<file path="src/hdl/tampc_pkg.sv">
// Package for the two-axis move power controller.
// Holds the sequencer state type, iterative unit command types, direction codes
// and configuration register indexes. No dependencies.
package tampc_pkg;

    typedef enum logic [4:0] {
        ST_IDLE,
        ST_DIST,
        ST_SQ_U,
        ST_SQ_V,
        ST_SUM,
        ST_CHECK,
        ST_ROOT,
        ST_MUL_U,
        ST_DIV_U,
        ST_WAIT_U,
        ST_MUL_V,
        ST_DIV_V,
        ST_WAIT_V,
        ST_ADJ1,
        ST_WAIT_Q1,
        ST_SCALE1,
        ST_APPLY1,
        ST_ADJ2,
        ST_WAIT_Q2,
        ST_SCALE2,
        ST_APPLY2,
        ST_FINAL,
        ST_OUT
    } seq_state_t;

    typedef enum logic {
        OP_SQRT,
        OP_DIV
    } iter_op_t;

    typedef struct packed {
        logic     start;
        iter_op_t op;
    } iter_cmd_t;

    typedef struct packed {
        logic busy;
        logic done;
    } iter_status_t;

    // Direction codes: two's complement -1, 0, +1 in two bits.
    localparam logic [1:0] SGN_ZERO = 2'b00;
    localparam logic [1:0] SGN_POS  = 2'b01;
    localparam logic [1:0] SGN_NEG  = 2'b11;

    localparam logic [2:0] REG_MOVE_SPEED    = 3'd0;
    localparam logic [2:0] REG_FIRST_MIN     = 3'd1;
    localparam logic [2:0] REG_SECOND_MIN    = 3'd2;
    localparam logic [2:0] REG_FIRST_MAX     = 3'd3;
    localparam logic [2:0] REG_SECOND_MAX    = 3'd4;
    localparam logic [2:0] REG_STOP_DIST_SQ  = 3'd5;
    localparam logic [2:0] REG_KICK_POWER    = 3'd6;

    // Width of intermediate axis powers; rescaled values stay below 2^15.
    localparam int PWR_W = 16;

endpackage

</file>
<file path="src/hdl/two_axis_move_power_control.sv">
// Two-axis move power controller: top level, sequencer and configuration.
// A kick, or a tick while idle, goes straight to the output state; a transaction within the
// stop distance ends at the distance check, and any other one takes the square root, both
// divisions and each needed minimum rescale in turn on the shared unit.
// One transaction is processed at a time; s_ready is high only between items, and a
// result held by m_ready stalls the input. Synchronous reset restores defaults and idle.
module two_axis_move_power_control #(
    parameter int POSITION_BITS = 24,
    parameter int FRACTION_BITS = 8
) (
    input  logic                            aclk,
    input  logic                            aresetn,
    input  logic                            cfg_wr_en,
    input  logic [2:0]                      cfg_index,
    input  logic [7:0]                      cfg_wr_data,
    input  logic                            s_valid,
    output logic                            s_ready,
    input  logic                            s_start_move,
    input  logic signed [POSITION_BITS-1:0] s_target_first,
    input  logic signed [POSITION_BITS-1:0] s_target_second,
    input  logic signed [POSITION_BITS-1:0] s_count_first,
    input  logic signed [POSITION_BITS-1:0] s_count_second,
    output logic                            m_valid,
    input  logic                            m_ready,
    output logic signed [7:0]               m_drive_first,
    output logic signed [7:0]               m_drive_second,
    output logic                            m_kick,
    output logic                            m_finished
);
    import tampc_pkg::*;

    localparam int P   = POSITION_BITS;
    localparam int F   = FRACTION_BITS;
    localparam int MB  = (P > 7 + F) ? P : 7 + F;
    localparam int NW  = P + F + 7;
    localparam int DW  = P + F + 1;
    localparam int RW  = 2 * (P + F + 1);
    localparam int D2W = 2 * P + 1;

    // Configuration registers.
    logic [6:0] speed_reg, min1_reg, min2_reg, max1_reg, max2_reg, kickp_reg;
    logic [7:0] stop_reg;

    // Move state.
    logic [P-1:0] goal_f_reg, goal_s_reg;
    logic [1:0]   sgn_f_reg, sgn_s_reg, last_sgn_s_reg;
    logic         done_reg;

    // Datapath registers.
    seq_state_t       state_reg, state_next;
    logic [P-1:0]     cnt_f_reg, cnt_s_reg;
    logic [P-1:0]     du_reg, dv_reg;
    logic [D2W-1:0]   acc_reg;
    logic [P+MB-1:0]  prod_reg;
    logic [DW-1:0]    root_reg;
    logic [PWR_W-1:0] pu_reg, pv_reg;
    logic [F+6:0]     q_reg;
    logic [7:0]       rdf_reg, rds_reg;
    logic             rkick_reg, rfin_reg;

    // Output register.
    logic             m_valid_reg;
    logic [7:0]       m_df_reg, m_ds_reg;
    logic             m_kick_reg, m_fin_reg;

    // Shared unit.
    iter_cmd_t      ucmd;
    iter_status_t   ustat;
    logic [RW-1:0]  uopa;
    logic [DW-1:0]  uopb;
    logic [NW-1:0]  ures;

    logic [P-1:0]   mul_a;
    logic [MB-1:0]  mul_b;

    logic           accept;
    logic [P:0]     diff_f, diff_s, ndiff_f, ndiff_s;
    logic [P:0]     ndiff_fn, ndiff_sn;
    logic [1:0]     new_sgn_f, new_sgn_s;
    logic [P-1:0]   du_c, dv_c;
    logic [6:0]     mag_f, mag_s;

    assign accept  = s_valid && s_ready;
    assign s_ready = (state_reg == ST_IDLE);

    always_comb begin
        // Direction at a start, from the new targets and current counts.
        ndiff_fn  = {s_target_first[P-1], s_target_first} - {s_count_first[P-1], s_count_first};
        ndiff_sn  = {s_target_second[P-1], s_target_second}
                    - {s_count_second[P-1], s_count_second};
        new_sgn_f = ndiff_fn[P] ? SGN_NEG : ((ndiff_fn != '0) ? SGN_POS : SGN_ZERO);
        new_sgn_s = ndiff_sn[P] ? SGN_NEG : ((ndiff_sn != '0) ? SGN_POS : SGN_ZERO);

        // Remaining distances, clipped at zero once the target is passed.
        diff_f  = {goal_f_reg[P-1], goal_f_reg} - {cnt_f_reg[P-1], cnt_f_reg};
        diff_s  = {goal_s_reg[P-1], goal_s_reg} - {cnt_s_reg[P-1], cnt_s_reg};
        ndiff_f = -diff_f;
        ndiff_s = -diff_s;
        if (sgn_f_reg == SGN_POS && !diff_f[P]) begin
            du_c = diff_f[P-1:0];
        end else if (sgn_f_reg == SGN_NEG && diff_f[P]) begin
            du_c = ndiff_f[P-1:0];
        end else begin
            du_c = '0;
        end
        if (sgn_s_reg == SGN_POS && !diff_s[P]) begin
            dv_c = diff_s[P-1:0];
        end else if (sgn_s_reg == SGN_NEG && diff_s[P]) begin
            dv_c = ndiff_s[P-1:0];
        end else begin
            dv_c = '0;
        end

        mag_f = (pu_reg > PWR_W'(max1_reg)) ? max1_reg : pu_reg[6:0];
        mag_s = (pv_reg > PWR_W'(max2_reg)) ? max2_reg : pv_reg[6:0];
    end

    // Sequencer: next state, unit commands and multiplier operands.
    always_comb begin
        state_next = state_reg;
        ucmd.start = 1'b0;
        ucmd.op    = OP_DIV;
        uopa       = '0;
        uopb       = root_reg;
        mul_a      = du_reg;
        mul_b      = MB'(speed_reg);
        case (state_reg)
            ST_IDLE: begin
                if (accept) begin
                    if (s_start_move && new_sgn_s != last_sgn_s_reg) begin
                        state_next = ST_OUT;
                    end else if (!s_start_move && done_reg) begin
                        state_next = ST_OUT;
                    end else begin
                        state_next = ST_DIST;
                    end
                end
            end
            ST_DIST: state_next = ST_SQ_U;
            ST_SQ_U: begin
                mul_a      = du_reg;
                mul_b      = MB'(du_reg);
                state_next = ST_SQ_V;
            end
            ST_SQ_V: begin
                mul_a      = dv_reg;
                mul_b      = MB'(dv_reg);
                state_next = ST_SUM;
            end
            ST_SUM:  state_next = ST_CHECK;
            ST_CHECK: begin
                if (acc_reg <= D2W'(stop_reg)) begin
                    state_next = ST_OUT;
                end else begin
                    ucmd.start = 1'b1;
                    ucmd.op    = OP_SQRT;
                    uopa       = RW'(acc_reg) << (2 * F);
                    state_next = ST_ROOT;
                end
            end
            ST_ROOT: begin
                if (ustat.done) begin
                    state_next = ST_MUL_U;
                end
            end
            ST_MUL_U: begin
                mul_a      = du_reg;
                mul_b      = MB'(speed_reg);
                state_next = ST_DIV_U;
            end
            ST_DIV_U: begin
                ucmd.start = 1'b1;
                uopa       = RW'(prod_reg[P+6:0]) << F;
                uopb       = root_reg;
                state_next = ST_WAIT_U;
            end
            ST_WAIT_U: begin
                if (ustat.done) begin
                    state_next = ST_MUL_V;
                end
            end
            ST_MUL_V: begin
                mul_a      = dv_reg;
                mul_b      = MB'(speed_reg);
                state_next = ST_DIV_V;
            end
            ST_DIV_V: begin
                ucmd.start = 1'b1;
                uopa       = RW'(prod_reg[P+6:0]) << F;
                uopb       = root_reg;
                state_next = ST_WAIT_V;
            end
            ST_WAIT_V: begin
                if (ustat.done) begin
                    state_next = ST_ADJ1;
                end
            end
            ST_ADJ1: begin
                if (pu_reg != '0 && pu_reg < PWR_W'(min1_reg)) begin
                    ucmd.start = 1'b1;
                    uopa       = RW'(min1_reg) << F;
                    uopb       = DW'(pu_reg);
                    state_next = ST_WAIT_Q1;
                end else begin
                    state_next = ST_ADJ2;
                end
            end
            ST_WAIT_Q1: begin
                if (ustat.done) begin
                    state_next = ST_SCALE1;
                end
            end
            ST_SCALE1: begin
                mul_a      = P'(pv_reg);
                mul_b      = MB'(q_reg);
                state_next = ST_APPLY1;
            end
            ST_APPLY1: state_next = ST_ADJ2;
            ST_ADJ2: begin
                if (pv_reg != '0 && pv_reg < PWR_W'(min2_reg)) begin
                    ucmd.start = 1'b1;
                    uopa       = RW'(min2_reg) << F;
                    uopb       = DW'(pv_reg);
                    state_next = ST_WAIT_Q2;
                end else begin
                    state_next = ST_FINAL;
                end
            end
            ST_WAIT_Q2: begin
                if (ustat.done) begin
                    state_next = ST_SCALE2;
                end
            end
            ST_SCALE2: begin
                mul_a      = P'(pu_reg);
                mul_b      = MB'(q_reg);
                state_next = ST_APPLY2;
            end
            ST_APPLY2: state_next = ST_FINAL;
            ST_FINAL:  state_next = ST_OUT;
            ST_OUT: begin
                if (!m_valid_reg || m_ready) begin
                    state_next = ST_IDLE;
                end
            end
            default: state_next = ST_IDLE;
        endcase
    end

    always_ff @(posedge aclk) begin
        if (!aresetn) begin
            state_reg <= ST_IDLE;
        end else begin
            state_reg <= state_next;
        end
    end

    // Configuration and move state.
    always_ff @(posedge aclk) begin
        if (!aresetn) begin
            speed_reg      <= 7'd15;
            min1_reg       <= 7'd10;
            min2_reg       <= 7'd5;
            max1_reg       <= 7'd20;
            max2_reg       <= 7'd20;
            stop_reg       <= 8'd2;
            kickp_reg      <= 7'd10;
            goal_f_reg     <= '0;
            goal_s_reg     <= '0;
            sgn_f_reg      <= SGN_ZERO;
            sgn_s_reg      <= SGN_ZERO;
            last_sgn_s_reg <= SGN_ZERO;
            done_reg       <= 1'b1;
        end else begin
            if (cfg_wr_en) begin
                case (cfg_index)
                    REG_MOVE_SPEED:   speed_reg <= cfg_wr_data[6:0];
                    REG_FIRST_MIN:    min1_reg  <= cfg_wr_data[6:0];
                    REG_SECOND_MIN:   min2_reg  <= cfg_wr_data[6:0];
                    REG_FIRST_MAX:    max1_reg  <= cfg_wr_data[6:0];
                    REG_SECOND_MAX:   max2_reg  <= cfg_wr_data[6:0];
                    REG_STOP_DIST_SQ: stop_reg  <= cfg_wr_data;
                    REG_KICK_POWER:   kickp_reg <= cfg_wr_data[6:0];
                    default: ;
                endcase
            end
            if (accept && s_start_move) begin
                goal_f_reg     <= s_target_first;
                goal_s_reg     <= s_target_second;
                sgn_f_reg      <= new_sgn_f;
                sgn_s_reg      <= new_sgn_s;
                last_sgn_s_reg <= new_sgn_s;
                done_reg       <= 1'b0;
            end
            if (state_reg == ST_CHECK && acc_reg <= D2W'(stop_reg)) begin
                done_reg <= 1'b1;
            end
        end
    end

    // Datapath and staged result.
    always_ff @(posedge aclk) begin
        prod_reg <= mul_a * mul_b;
        case (state_reg)
            ST_IDLE: begin
                cnt_f_reg <= s_count_first;
                cnt_s_reg <= s_count_second;
                rkick_reg <= 1'b0;
                rfin_reg  <= 1'b1;
                rdf_reg   <= '0;
                rds_reg   <= '0;
                if (s_start_move) begin
                    rkick_reg <= 1'b1;
                    rfin_reg  <= 1'b0;
                    case (new_sgn_s)
                        SGN_POS: rds_reg <= {1'b0, kickp_reg};
                        SGN_NEG: rds_reg <= -{1'b0, kickp_reg};
                        default: rds_reg <= '0;
                    endcase
                end
            end
            ST_DIST: begin
                du_reg <= du_c;
                dv_reg <= dv_c;
            end
            ST_SQ_V:  acc_reg <= D2W'(prod_reg);
            ST_SUM:   acc_reg <= acc_reg + D2W'(prod_reg);
            ST_CHECK: begin
                rkick_reg <= 1'b0;
                rfin_reg  <= 1'b1;
                rdf_reg   <= '0;
                rds_reg   <= '0;
            end
            ST_ROOT: begin
                if (ustat.done) begin
                    root_reg <= ures[DW-1:0];
                end
            end
            ST_WAIT_U: begin
                if (ustat.done) begin
                    pu_reg <= ures[PWR_W-1:0];
                end
            end
            ST_WAIT_V: begin
                if (ustat.done) begin
                    pv_reg <= ures[PWR_W-1:0];
                end
            end
            ST_WAIT_Q1, ST_WAIT_Q2: begin
                if (ustat.done) begin
                    q_reg <= ures[F+6:0];
                end
            end
            ST_APPLY1: begin
                pv_reg <= prod_reg[F+PWR_W-1:F];
                pu_reg <= PWR_W'(min1_reg);
            end
            ST_APPLY2: begin
                pu_reg <= prod_reg[F+PWR_W-1:F];
                pv_reg <= PWR_W'(min2_reg);
            end
            ST_FINAL: begin
                rkick_reg <= 1'b0;
                rfin_reg  <= 1'b0;
                case (sgn_f_reg)
                    SGN_POS: rdf_reg <= {1'b0, mag_f};
                    SGN_NEG: rdf_reg <= -{1'b0, mag_f};
                    default: rdf_reg <= '0;
                endcase
                case (sgn_s_reg)
                    SGN_POS: rds_reg <= {1'b0, mag_s};
                    SGN_NEG: rds_reg <= -{1'b0, mag_s};
                    default: rds_reg <= '0;
                endcase
            end
            default: ;
        endcase
    end

    // Output register: a finished result waits here until the transaction completes.
    always_ff @(posedge aclk) begin
        if (!aresetn) begin
            m_valid_reg <= 1'b0;
        end else if (state_reg == ST_OUT && (!m_valid_reg || m_ready)) begin
            m_valid_reg <= 1'b1;
        end else if (m_ready) begin
            m_valid_reg <= 1'b0;
        end
    end

    always_ff @(posedge aclk) begin
        if (state_reg == ST_OUT && (!m_valid_reg || m_ready)) begin
            m_df_reg   <= rdf_reg;
            m_ds_reg   <= rds_reg;
            m_kick_reg <= rkick_reg;
            m_fin_reg  <= rfin_reg;
        end
    end

    tampc_iter #(
        .POSITION_BITS(POSITION_BITS),
        .FRACTION_BITS(FRACTION_BITS)
    ) u_iter (
        .aclk    (aclk),
        .aresetn (aresetn),
        .cmd     (ucmd),
        .opa     (uopa),
        .opb     (uopb),
        .status  (ustat),
        .res     (ures)
    );

    assign m_valid        = m_valid_reg;
    assign m_drive_first  = m_df_reg;
    assign m_drive_second = m_ds_reg;
    assign m_kick         = m_kick_reg;
    assign m_finished     = m_fin_reg;

    a_kick_not_fin: assert property (@(posedge aclk) disable iff (!aresetn)
        m_valid_reg |-> !(m_kick_reg && m_fin_reg))
        else $error("kick result marked as finished");
    a_fin_zero: assert property (@(posedge aclk) disable iff (!aresetn)
        (m_valid_reg && m_fin_reg) |-> (m_df_reg == '0 && m_ds_reg == '0))
        else $error("finished result drives the motors");
    a_one_at_a_time: assert property (@(posedge aclk) disable iff (!aresetn)
        accept |=> !s_ready)
        else $error("second transaction taken while one is in progress");
    a_unit_free: assert property (@(posedge aclk) disable iff (!aresetn)
        ucmd.start |-> !ustat.busy)
        else $error("shared unit started while busy");

endmodule

</file>
<file path="src/hdl/tampc_iter.sv">
// Shared iterative unit: restoring square root (two radicand bits a step)
// and restoring division (one dividend bit a step) on one subtractor.
// Depends on tampc_pkg.
module tampc_iter #(
    parameter int POSITION_BITS = 24,
    parameter int FRACTION_BITS = 8
) (
    input  logic                                                 aclk,
    input  logic                                                 aresetn,
    input  tampc_pkg::iter_cmd_t                                 cmd,
    input  logic [2*(POSITION_BITS+FRACTION_BITS+1)-1:0]         opa,
    input  logic [POSITION_BITS+FRACTION_BITS:0]                 opb,
    output tampc_pkg::iter_status_t                              status,
    output logic [POSITION_BITS+FRACTION_BITS+6:0]               res
);
    import tampc_pkg::*;

    localparam int RW = 2 * (POSITION_BITS + FRACTION_BITS + 1);
    localparam int NW = POSITION_BITS + FRACTION_BITS + 7;
    localparam int DW = POSITION_BITS + FRACTION_BITS + 1;
    localparam int W  = POSITION_BITS + FRACTION_BITS + 4;
    localparam int CW = $clog2(NW + 1);

    logic           busy_reg;
    logic           done_reg;
    iter_op_t       op_reg;
    logic [CW-1:0]  cnt_reg;
    logic [RW-1:0]  src_reg;
    logic [W-1:0]   rem_reg;
    logic [NW-1:0]  res_reg;
    logic [DW-1:0]  dvs_reg;

    logic [W-1:0]   sub_a;
    logic [W-1:0]   sub_b;
    logic [W:0]     diff;
    logic           ge;

    always_comb begin
        if (op_reg == OP_SQRT) begin
            sub_a = {rem_reg[W-3:0], src_reg[RW-1 -: 2]};
            sub_b = {res_reg[W-3:0], 2'b01};
        end else begin
            sub_a = {rem_reg[W-2:0], src_reg[RW-1]};
            sub_b = W'(dvs_reg);
        end
        diff = {1'b0, sub_a} - {1'b0, sub_b};
        ge   = ~diff[W];
    end

    always_ff @(posedge aclk) begin
        if (!aresetn) begin
            busy_reg <= 1'b0;
            done_reg <= 1'b0;
            cnt_reg  <= '0;
            op_reg   <= OP_SQRT;
        end else begin
            done_reg <= 1'b0;
            if (cmd.start) begin
                busy_reg <= 1'b1;
                op_reg   <= cmd.op;
                cnt_reg  <= (cmd.op == OP_SQRT) ? CW'(DW) : CW'(NW);
            end else if (busy_reg) begin
                cnt_reg <= cnt_reg - 1'b1;
                if (cnt_reg == CW'(1)) begin
                    busy_reg <= 1'b0;
                    done_reg <= 1'b1;
                end
            end
        end
    end

    always_ff @(posedge aclk) begin
        if (cmd.start) begin
            src_reg <= (cmd.op == OP_SQRT) ? opa : (opa << (RW - NW));
            rem_reg <= '0;
            res_reg <= '0;
            dvs_reg <= opb;
        end else if (busy_reg) begin
            rem_reg <= ge ? diff[W-1:0] : sub_a;
            res_reg <= {res_reg[NW-2:0], ge};
            src_reg <= (op_reg == OP_SQRT) ? (src_reg << 2) : (src_reg << 1);
        end
    end

    assign status.busy = busy_reg;
    assign status.done = done_reg;
    assign res         = res_reg;

    a_no_restart: assert property (@(posedge aclk) disable iff (!aresetn)
        cmd.start |-> !busy_reg)
        else $error("iterative unit restarted while busy");
    a_done_after_busy: assert property (@(posedge aclk) disable iff (!aresetn)
        done_reg |-> $past(busy_reg))
        else $error("completion without a running operation");
    a_cnt_idle: assert property (@(posedge aclk) disable iff (!aresetn)
        (busy_reg && !cmd.start) |-> (cnt_reg != '0))
        else $error("step counter exhausted while busy");

endmodule
</file>
<file path="config.mk">
export PLATFORM = sky130hd
export DESIGN_NAME = two_axis_move_power_control
export DESIGN_NICKNAME = d
export VERILOG_FILES = /design/src/hdl/tampc_pkg.sv /design/src/hdl/two_axis_move_power_control.sv /design/src/hdl/tampc_iter.sv
export SDC_FILE = /design/constraint.sdc
export NUM_CORES = 2
export LEC_CHECK = 0
export CAP_MARGIN = 20
export CELL_PAD_IN_SITES_DETAIL_PLACEMENT = 1
export CELL_PAD_IN_SITES_GLOBAL_PLACEMENT = 2
export CORE_UTILIZATION = 42
export DETAILED_ROUTE_END_ITERATION = 12
export DONT_BUFFER_PORTS = 1
export PLACE_DENSITY = 0.81
export SETUP_SLACK_MARGIN = 0.4
export SLEW_MARGIN = 20
export SYNTH_ARGS = -nofsm -noshare
export SYNTH_HDL_FRONTEND = slang
export SYNTH_HIERARCHICAL = 1
export SYNTH_SLANG_ARGS = --single-unit
export TNS_END_PERCENT = 20
</file>
<file path="constraint.sdc">
create_clock -name aclk -period 10.65 [get_ports aclk]
set_input_delay 0.5325 -clock aclk [delete_from_list [all_inputs] [get_ports aclk]]
set_output_delay 0.5325 -clock aclk [all_outputs]
set_load 0.01 [all_outputs]
</file>
==> results.tsv <==
metric	value	unit
fillers	15200	
cell row count	133	
Hold WS	35.4	ps
setup TNS	0	ps
vias in the first global route	47600	
WL/cell	23.5	um
status	complete, but fails checks	
Final Critical Period	9760	ps
initial antenna violation count	1	
failing checks	DRC	
H-tree depth	3	
GR Util All Layers	0.278	
clk slew on worst S/H paths	60	ps
first-pass detailed-route iteration total	12	
RD Place Congestion	0.927	
RSZ-0062 raised after global routing	no	
CP Class	flip-flop to flip-flop	
commonest cells after routing, fill and taps aside	inv_1 (831), nand2_1 (718), nor2_1 (526), fa_1 (487), ha_1 (395)	
Layout area overhead	9.58	%
WP buf/inv	6	
crit-path most repeated cell	fa_1	
initial drt markers	3082	
Initial Util	0.423	
synthesized cell area	55600	um2
max FFs per register	66	
chip height	366	um
HPWL Detailed	144000	um
fin crit share	0.917	
CTS sink cnt	595	
Arrival @ worst endpoint	10370	ps
Post-Synthesis Mean Instance Area	9.03	um2
commonest non-fill, non-tap cell in the layout	inv_1	
# nets final	7155	
critical path fanouts, max	30	
synth warn	6	
final worst setup slack	885	ps
Chip Width	366	um
Worst-Margin Slew	1010	ps
Worst setup SP type	flip-flop	
slowest CP cell	fa_1	
count of input and output buffers	0	
Crit. End Element	flip-flop	
Post CTS Setup Buffer Count	0	
Crit path max-delay family	adder cells	
detailed-route via count	45200	
dpl cell area	57600	um2
DRT antenna net count	0	
Skew-Pair Late Insertion Delay	680	ps
Reg area	15500	um2
Top Ports	133	
via density per instance	5.67	
CTS tree	built	
max_slew headroom	0.326	
Post-Syn Instances	6157	
core area	131000	um2
Setup WS pre-CTS	796	ps
layout cells sized above 1	0.0531	
pin count of the biggest net entering global routing	98	
min-delay worst type	input pin to flip-flop	
# setup viols final	0	
Pins Over Slew Limit	0	
WP data required	11250	ps
total grt overflow	0	
Clock Skew	50.5	ps
CTS max path bufs	3	
maximum clock frequency	0.102	GHz
worst stage delay on the critical path	650	ps
first-pass GRT wire length	290000	um
count of final hold-check violations	0	
fin area	61000	um2
maxcap violations	0	
multi-input logic area	36100	um2
Post-Route WL	187000	um
TritonCTS Buffers	72	
die footprint	134000	um2
number of diodes	0	
Residual DRC	1	
CTS root buffer	clkbuf_16	
cell type report:
cell class / count / share of cell area
Multi-Input combinational cell: 4465 / 0.592
Inverter: 837 / 0.0515
Clock inverter: 43 / 0.00745
Tap cell: 1755 / 0.0360
Sequential cell: 595 / 0.255
Clock buffer: 90 / 0.0315
Timing Repair Buffer: 189 / 0.0271
stage by stage:
| stage | utilization | cells |
|---|---|---|
| after detailed placement | 0.438 | 7745 |
| after global routing | 0.464 | 7974 |
| after floorplan | - | 6173 |
| after CTS | 0.464 | 7974 |
| final | 0.464 | 7974 |
| after global placement | 0.438 | 7745 |
what timing repair did:
| action | CTS | global route |
|---|---|---|
| setup endpoints to repair | 0 | 4 |
| endpoints found under the hold margin | 135 | 0 |
| hold buffers | 96 | 0 |
| gates resized for setup | 0 | 6 |
metal layers:
layer,part of all wire,vias up,track usage
li1,-,20800,-
met1,0.45,22800,0.378
met2,0.46,1235,0.450
met3,0.059,331,0.0430
met4,0.038,0,0.0973
met5,0,-,0
worst register-to-register path, delay by kind of cell (launching register included):
| family | cells | cell delay (ps) |
|---|---|---|
| fa+ha+maj | 8 | 4150 |
| compound gates | 12 | 3310 |
| simple gates | 2 | 730 |
| buf+inv | 6 | 730 |
| flops | 1 | 630 |
| xor+xnor | 1 | 130 |
final timing paths:
path | from | to | cells past startpoint | slack (ps)
worst max-delay path | state_reg[0]$_SDFFE_PN0P_ | prod_reg[46]$_DFF_P_ | 29 | 890
worst min-delay path | s_target_first[6] | goal_f_reg[6]$_SDFFE_PN0P_ | 2 | 40
worst max register to register | state_reg[0]$_SDFFE_PN0P_ | prod_reg[46]$_DFF_P_ | 29 | 890
worst min register to register | rds_reg[0]$_DFFE_PP_ | m_drive_second[0]$_DFFE_PP_ | 0 | 420
Power is not shown: default switching activity piles up to over one toggle a cycle in this logic, so the estimate is an artifact.
